`src/sv/mhpq_pkg.sv`:
```
// Shared constants, types and state codes for the min-heap priority queue.
package mhpq_pkg;

	localparam int HEAP_DEPTH = 16;
	localparam int PRI_W      = 16;
	localparam int DATA_W     = 32;
	localparam int CFG_W      = 5;
	localparam int OUT_CNT_W  = 5;

	// Positions run from 1 to HEAP_DEPTH; the fill count shares that width.
	localparam int POS_W  = $clog2(HEAP_DEPTH + 1);
	localparam int ADDR_W = $clog2(HEAP_DEPTH);
	localparam int CAP_W  = (POS_W > CFG_W) ? POS_W : CFG_W;
	localparam int EXT_W  = (POS_W > OUT_CNT_W) ? POS_W : OUT_CNT_W;

	localparam logic [CFG_W-1:0] CAPACITY_RESET = CFG_W'(16);

	localparam logic REQ_INSERT = 1'b0;
	localparam logic REQ_DELETE = 1'b1;

	typedef struct packed {
		logic [PRI_W-1:0]  pri;
		logic [DATA_W-1:0] dat;
	} entry_t;

	typedef enum logic [2:0] {
		ST_IDLE,
		ST_UP_RD,
		ST_UP_CMP,
		ST_DEL_RD,
		ST_DEL_LAT,
		ST_DN_RD,
		ST_DN_CMP,
		ST_FIN
	} state_t;

endpackage

```
`src/sv/min_heap_priority_queue_top.sv`:
```
// Binary min-heap priority queue held in a synchronous single-write, dual-read memory.
//
// Usage: a request enters on the in_valid/in_ready channel. req_type selects an
// insert of (item_priority, item_data) or a delete of the minimum entry. Every
// request yields exactly one result on the out_valid/out_ready channel: success,
// removed_data (payload of the removed root on a good delete, else zero) and
// entry_count, the number of entries held afterwards.
// The queue handles one request at a time. An insert climbs the new entry from the
// first free slot towards the root; a delete moves the last entry to the root and
// sinks it, unless the delete empties the heap; a refused request (insert into a full
// heap, delete from an empty one) goes straight to the final step. The queue returns
// to idle before the next request is taken. Each sift level needs one memory read,
// a compare and one write-back.
// The result sits in an output register; the next request is taken while that
// result still waits, and only the final step of the following request waits
// when the receiver stalls. The user must write capacity_limit through
// cfg_we/cfg_wdata only while the queue is idle; the block does not enforce this.
// The effective capacity is the smaller of it and the memory depth. Reset (arst_n
// low) empties the heap and sets the capacity to 16.
module min_heap_priority_queue_top
	import mhpq_pkg::*;
(
	input  logic              clk,
	input  logic              arst_n,
	input  logic              cfg_we,
	input  logic [CFG_W-1:0]  cfg_wdata,
	input  logic              in_valid,
	output logic              in_ready,
	input  logic              req_type,
	input  logic [PRI_W-1:0]  item_priority,
	input  logic [DATA_W-1:0] item_data,
	output logic              out_valid,
	input  logic              out_ready,
	output logic              success,
	output logic [DATA_W-1:0] removed_data,
	output logic [OUT_CNT_W-1:0] entry_count
);

	// Entry memory: slot p of the heap lives at address p-1.
	entry_t mem [HEAP_DEPTH];

	state_t state_q, state_d;

	logic [CFG_W-1:0]  capacity_q;
	logic [POS_W-1:0]  count_q;
	logic [POS_W-1:0]  pos_q;
	entry_t            move_q;       // entry being sifted
	logic              ok_q;
	logic [DATA_W-1:0] removed_q;

	logic              out_valid_q;
	logic              success_q;
	logic [DATA_W-1:0] removed_data_q;
	logic [OUT_CNT_W-1:0] entry_count_q;

	// Memory port controls.
	logic              mem_we;
	logic [ADDR_W-1:0] mem_waddr;
	entry_t            mem_wdata;
	logic [ADDR_W-1:0] mem_raddr_a, mem_raddr_b;
	entry_t            rd_a, rd_b;

	logic              accept;
	logic [CAP_W-1:0]  eff_cap;
	logic              heap_full;
	logic [POS_W-1:0]  parent_pos;
	logic [POS_W:0]    left_pos;
	logic [POS_W:0]    right_pos;
	logic [POS_W:0]    count_ext;
	logic              left_beyond;
	logic              right_valid;
	logic              take_right;
	entry_t            pick_entry;
	logic              out_free;
	logic [EXT_W-1:0]  count_out_ext;

	assign accept   = in_valid && in_ready;
	assign in_ready = (state_q == ST_IDLE);
	assign out_free = !out_valid_q || out_ready;

	assign eff_cap   = (CAP_W'(capacity_q) < CAP_W'(HEAP_DEPTH)) ?
		CAP_W'(capacity_q) : CAP_W'(HEAP_DEPTH);
	assign heap_full = CAP_W'(count_q) >= eff_cap;

	assign parent_pos  = pos_q >> 1;
	assign left_pos    = {pos_q, 1'b0};
	assign right_pos   = left_pos + (POS_W+1)'(1);
	assign count_ext   = (POS_W+1)'(count_q);
	assign left_beyond = left_pos > count_ext;
	assign right_valid = right_pos <= count_ext;
	// On a tie the left child wins.
	assign take_right  = right_valid && (rd_b.pri < rd_a.pri);
	assign pick_entry  = take_right ? rd_b : rd_a;

	assign count_out_ext = EXT_W'(count_q);

	// Memory: one write port, two registered read ports.
	always_ff @(posedge clk) begin
		if (mem_we) begin
			mem[mem_waddr] <= mem_wdata;
		end
		rd_a <= mem[mem_raddr_a];
		rd_b <= mem[mem_raddr_b];
	end

	always_ff @(posedge clk or negedge arst_n) begin
		if (!arst_n) begin
			state_q <= ST_IDLE;
		end else begin
			state_q <= state_d;
		end
	end

	// Next state and memory accesses.
	always_comb begin
		state_d     = state_q;
		mem_we      = 1'b0;
		mem_waddr   = ADDR_W'(pos_q - POS_W'(1));
		mem_wdata   = move_q;
		mem_raddr_a = ADDR_W'(left_pos - (POS_W+1)'(1));
		mem_raddr_b = ADDR_W'(left_pos);
		case (state_q)
			ST_IDLE: begin
				if (accept) begin
					if (req_type == REQ_INSERT) begin
						state_d = heap_full ? ST_FIN : ST_UP_RD;
					end else begin
						state_d = (count_q == '0) ? ST_FIN : ST_DEL_RD;
					end
				end
			end
			ST_UP_RD: begin
				if (pos_q == POS_W'(1)) begin
					mem_we  = 1'b1;
					state_d = ST_FIN;
				end else begin
					mem_raddr_a = ADDR_W'(parent_pos - POS_W'(1));
					state_d     = ST_UP_CMP;
				end
			end
			ST_UP_CMP: begin
				mem_we = 1'b1;
				if (move_q.pri < rd_a.pri) begin
					mem_wdata = rd_a;
					state_d   = ST_UP_RD;
				end else begin
					state_d = ST_FIN;
				end
			end
			ST_DEL_RD: begin
				mem_raddr_a = '0;
				mem_raddr_b = ADDR_W'(count_q - POS_W'(1));
				state_d     = ST_DEL_LAT;
			end
			ST_DEL_LAT: begin
				state_d = (count_q == POS_W'(1)) ? ST_FIN : ST_DN_RD;
			end
			ST_DN_RD: begin
				if (left_beyond) begin
					mem_we  = 1'b1;
					state_d = ST_FIN;
				end else begin
					state_d = ST_DN_CMP;
				end
			end
			ST_DN_CMP: begin
				mem_we = 1'b1;
				if (move_q.pri <= pick_entry.pri) begin
					state_d = ST_FIN;
				end else begin
					mem_wdata = pick_entry;
					state_d   = ST_DN_RD;
				end
			end
			ST_FIN: begin
				if (out_free) begin
					state_d = ST_IDLE;
				end
			end
			default: begin
				state_d = ST_IDLE;
			end
		endcase
	end

	// Control registers: capacity and fill count.
	always_ff @(posedge clk or negedge arst_n) begin
		if (!arst_n) begin
			capacity_q <= CAPACITY_RESET;
			count_q    <= '0;
		end else begin
			if (cfg_we) begin
				capacity_q <= cfg_wdata;
			end
			case (state_q)
				ST_UP_RD: begin
					if (pos_q == POS_W'(1)) begin
						count_q <= count_q + POS_W'(1);
					end
				end
				ST_UP_CMP: begin
					if (!(move_q.pri < rd_a.pri)) begin
						count_q <= count_q + POS_W'(1);
					end
				end
				ST_DEL_LAT: begin
					count_q <= count_q - POS_W'(1);
				end
				default: begin
				end
			endcase
		end
	end

	// Working registers of the request in flight.
	always_ff @(posedge clk) begin
		case (state_q)
			ST_IDLE: begin
				if (accept) begin
					ok_q       <= 1'b0;
					removed_q  <= '0;
					pos_q      <= count_q + POS_W'(1);
					move_q.pri <= item_priority;
					move_q.dat <= item_data;
				end
			end
			ST_UP_RD: begin
				if (pos_q == POS_W'(1)) begin
					ok_q <= 1'b1;
				end
			end
			ST_UP_CMP: begin
				if (move_q.pri < rd_a.pri) begin
					pos_q <= parent_pos;
				end else begin
					ok_q <= 1'b1;
				end
			end
			ST_DEL_LAT: begin
				// The root leaves, the last entry starts its sift at the root.
				ok_q      <= 1'b1;
				removed_q <= rd_a.dat;
				move_q    <= rd_b;
				pos_q     <= POS_W'(1);
			end
			ST_DN_CMP: begin
				pos_q <= take_right ? POS_W'(right_pos) : POS_W'(left_pos);
			end
			default: begin
			end
		endcase
	end

	// Output register.
	always_ff @(posedge clk or negedge arst_n) begin
		if (!arst_n) begin
			out_valid_q <= 1'b0;
		end else if (state_q == ST_FIN && out_free) begin
			out_valid_q <= 1'b1;
		end else if (out_ready) begin
			out_valid_q <= 1'b0;
		end
	end

	always_ff @(posedge clk) begin
		if (state_q == ST_FIN && out_free) begin
			success_q      <= ok_q;
			removed_data_q <= removed_q;
			entry_count_q  <= count_out_ext[OUT_CNT_W-1:0];
		end
	end

	assign out_valid    = out_valid_q;
	assign success      = success_q;
	assign removed_data = removed_data_q;
	assign entry_count  = entry_count_q;

endmodule

```
`config.mk`:
```
export PLATFORM = sky130hd
export DESIGN_NAME = min_heap_priority_queue_top
export DESIGN_NICKNAME = d
export VERILOG_FILES = /design/src/sv/mhpq_pkg.sv /design/src/sv/min_heap_priority_queue_top.sv
export SDC_FILE = /design/constraint.sdc
export NUM_CORES = 2
export LEC_CHECK = 0
export BUFFER_PORTS_ARGS = -buffer_cell sky130_fd_sc_hd__buf_2
export CORE_UTILIZATION = 40
export CTS_CLUSTER_DIAMETER = 30
export DETAILED_ROUTE_END_ITERATION = 10
export GPL_TIMING_DRIVEN = 0
export PLACE_DENSITY = 0.63
export SLEW_MARGIN = 20
export SYNTH_ARGS = -nofsm -noshare
export SYNTH_HDL_FRONTEND = slang
export SYNTH_SLANG_ARGS = --single-unit
```
`constraint.sdc`:
```
create_clock -name clk -period 7.55 [get_ports clk]
set_input_delay 0.755 -clock clk [delete_from_list [all_inputs] [get_ports clk]]
set_output_delay 0.755 -clock clk [all_outputs]
set_load 0.02 [all_outputs]
```
==> results.sh <==
export IMPL_fin_crit_sh_pct=101
export IMPL_path_class="register to register"
export IMPL_finalMaxSlewViolations=0
export IMPL_synthAdderAreaFrac_pct=1.79
export IMPL_die_w_um=339
export IMPL_wl_um=158000
export IMPL_min_period_ns=7.62
export IMPL_finalHoldViolCount=0
export IMPL_power_uw=31900
export IMPL_reg2reg_depth=20
export IMPL_max_clock_freq_mhz=131
export IMPL_seq_area_um2=29100
export IMPL_synth_main_ff_cell="edfxtp_1"
export IMPL_place_area_um2=48500
export IMPL_grt_max_degree=36
export IMPL_port_buffers=98
export IMPL_avgSynthCellArea_um2=15.0
export IMPL_setup_viol_count_final=48
export IMPL_drc_errors=0
export IMPL_power_density_nw_per_um2=574
export IMPL_grt_pass1_wl_um=220000
export IMPL_fill_cells=9512
export IMPL_grt_overflow_total=0
export IMPL_viasPerCell=6.19
export IMPL_num_rows=123
export IMPL_muxShareOfSynthArea_pct=17.5
export IMPL_clock_path_buffers=3
export IMPL_final_cells=5047
export IMPL_syn_instance_count=3025
export IMPL_p_leak_uw=0.0203
export IMPL_num_io_pins=99
export IMPL_synth_cell_types=56
export IMPL_drtIter0Drc=4812
export IMPL_rsz0062_at_grt="true"
export IMPL_yosys_warnings=0
export IMPL_worst_slew_pin_slew_ns=1.20
export IMPL_synth_xor_area_share_pct=0.329
export IMPL_clkSinkCount=1002
export IMPL_critPathCaptureType="register"
export IMPL_drive_gt1_share_pct=22.7
export IMPL_htree_levels=4
export IMPL_die_h_um=339
export IMPL_synth_seq_cells=1002
export IMPL_synth_edf_count=892
export IMPL_ant_nets=0
export IMPL_place_hpwl_um=98100
export IMPL_violations="negative setup slack"
export IMPL_peakVddDrop_v=0.000391
export IMPL_gp_congestion=0.886
export IMPL_fin_nets=3491
export IMPL_cp_max_fo=16
export IMPL_startpoint="rd_a[33]"
export IMPL_track_usage_pct=27.1
export IMPL_cp_slowest_cell="o21ai_1"
export IMPL_syn_area_um2=45300
export IMPL_wire_per_inst_um=31.3
export IMPL_crit_arrival_ns=8.07
export IMPL_outcome="complete, but fails checks"
export IMPL_cts_buffers=200
export IMPL_pre_cts_slack_ns=-0.792
export IMPL_coreArea_um2=112000
export IMPL_hp_class="input pin to register"
export IMPL_start_util_pct=40.3
export IMPL_finalWorstSetupSlack_ns=-0.0745
export IMPL_timing_rr_end="mem[0][12]"
export IMPL_placed_cells=4663
export IMPL_insertion_delay_ns=0.82
export IMPL_ff2ff_setup_slack_ns=-0.07
export IMPL_cp_cell_sequence="inv_1 > ha_1 > nand2_1 > o21ai_0 > a41oi_1 > o21ai_0 > a21o_1 > clkbuf_1 > clkdlybuf4s15_2 > mux2i_1 > ha_1 > nand4_1 > nor4_1 > a211o_1 > and2_1 > clkbuf_1 > a21oi_1 > clkbuf_2 > clkbuf_2 > o21ai_1"
export IMPL_final_area_um2=55700
export IMPL_yosys_area_share_simple_pct=5.96
export IMPL_clk_pin_slew_worst_paths_ns=0.05
export IMPL_synth_top_family_by_area="multiplexers"
export IMPL_drv_cap=0
export IMPL_worstSetupStartpointType="register"
export IMPL_slowest_delay_ns=0.93
export IMPL_async_flop_share_pct=1.40
export IMPL_synth_compound_gate_area_share_pct=7.58
export IMPL_worstReg2RegStart="rd_a[33]"
export IMPL_clock_skew_ns=0.0651
export IMPL_antenna_found_initial=0
export IMPL_dieArea_um2=115000
export IMPL_grt_pass1_vias=30684
export IMPL_worstSetupEndpoint="mem[0][12]"
export IMPL_cts_tree="built"
export IMPL_num_vias=31264
export IMPL_cts_root_buf="clkbuf_16"
export IMPL_yosysSeqAreaShare_pct=64.1
export IMPL_slew_headroom_pct=19.9
export IMPL_areaGrowthSynthToFinish_pct=22.8
export IMPL_worstPathRequired_ns=7.99
export IMPL_drtPass1Iterations=6
export IMPL_synth_nets=3149
export IMPL_multi_input_area_um2=15200
[state kept, by name, indices dropped and copies added, names as in the netlist]
| name | flops |
|---|---|
| removed_q | 32 |
| count_out_ext | 5 |
| removed_data | 32 |
| capacity_q | 5 |
| mem | 768 |
| pos_q | 5 |
| ok_q | 1 |
| out_valid | 1 |
| success | 1 |
| move_q | 48 |
| state_q | 3 |
| rd_b | 48 |
| rd_a | 48 |
| entry_count | 5 |
[what timing repair did]
action / CTS / global route
endpoints found under the setup margin: 320 / 239
resized for setup: 10 / 11
hold buffers: 1 / 0
hold endpoints to repair: 13 / 0
pin swaps: 0 / 0
buffers inserted: 0 / 0
[cell type report]
cell class	instances	share of cell area, %
timing repair buffer	140	2.14
tap	1500	3.37
buffer	210	1.82
clock buffer	252	9.67
sequential	1002	52.2
antenna	1	0.00449
multi-input combinational	1749	27.3
inverter	64	0.431
clock inverter	129	3.09
[cell usage after synthesis, drive strengths merged (13+ instances only)]
library cell    n  area share (%)
dfxtp          96             4.2
o22ai          51            0.70
xnor2          14            0.27
clkbuf        111            0.92
nand2         374             3.1
mux2i         355             7.8
a211oi         53            0.88
ha             65             1.8
a32oi          49            0.95
and3           17            0.23
o21ai          69            0.76
o22a           48            0.93
edfxtp        892              59
o221ai         48            0.93
inv            64            0.53
dfrtp          13            0.72
nor2b          52            0.72
nor2           56            0.46
a21oi         174             1.9
mux4          192             9.5
buf            99             1.2
or4            49            0.81
[power breakdown]
| group | internal, uW | total (uW) | switching (uW) |
|---|---|---|---|
| Combinational | 4470 | 13900 | 9400 |
| Clock | 6070 | 9150 | 3080 |
| Sequential | 8420 | 8930 | 511 |
| Total | 19000 | 31900 | 13000 |
[logic make-up (layout without fill, tap and decap cells)]
logic type | count (synthesis) | in the layout
adders and majority gates | 65 | 65
other | 0 | 1
AOI/OAI and AO/OA | 521 | 521
DFF | 1002 | 1002
and+or+nand+nor | 593 | 593
muxes | 553 | 553
xor gates and xnor gates | 17 | 17
buffers and inverters | 274 | 795
[worst min path at each step]
| stage | from | to | cells past startpoint |
|---|---|---|---|
| 6_report | cfg_wdata[1] | capacity_q[1] | 2 |
| 5_1_grt | cfg_wdata[2] | capacity_q[2] | 2 |
| 4_1_cts | cfg_wdata[1] | capacity_q[1] | 2 |
| 3_5_place_dp | removed_q[13] | removed_data[13] | 0 |
| 3_3_place_gp | removed_q[12] | removed_data[12] | 0 |
| 2_1_floorplan | removed_q[0] | removed_data[0] | 0 |
[layer usage]
layer	wire, um	share of wire [%]	up-vias	GRT usage, %
met5	0	0	-	0
met4	7200	4.6	0	11.9
li1	-	-	12727	-
met2	69300	44	2287	40.6
met1	61100	39	15793	36.5
met3	20100	13	457	7.97
[critical path: cells and delay by family, from the launching register on]
| family | cells | cell delay (ns) |
|---|---|---|
| AO/OA/AOI/OAI | 7 | 2.65 |
| multiplexers | 1 | 0.23 |
| adder cells (fa/ha/maj) | 2 | 0.65 |
| flip-flops | 1 | 0.33 |
| AND/OR/NAND/NOR | 4 | 1.08 |
| buffers and inverters | 6 | 2.32 |
[metrics by stage]
step                util, %  TNS, ns  hold slack, ns
global route           49.6   -12.63           0.194
floorplan                 -        0           0.400
CTS                    49.5        0           0.166
global placement       42.5  -656.13           0.402
finish                 49.6    -1.52           0.191
detailed placement     43.2  -212.45           0.405
[cell usage in the layout, fill, tap and decap left out, types with 49 or more instances in the layout]
| master | synthesis | final |
|---|---|---|
| buf_2 | 58 | 156 |
| a32oi_1 | 49 | 49 |
| clkbuf_16 | 0 | 203 |
| clkbuf_1 | 111 | 131 |
| o22ai_1 | 51 | 51 |
| mux4_2 | 192 | 192 |
| inv_1 | 64 | 64 |
| a211oi_1 | 53 | 53 |
| mux2i_1 | 355 | 355 |
| edfxtp_1 | 892 | 892 |
| nor2_1 | 56 | 56 |
| a21oi_1 | 174 | 173 |
| nand2_1 | 374 | 374 |
| nor2b_1 | 52 | 51 |
| ha_1 | 65 | 65 |
| dfxtp_1 | 96 | 96 |
| or4_1 | 49 | 49 |
(Power assumes the default switching activity.)
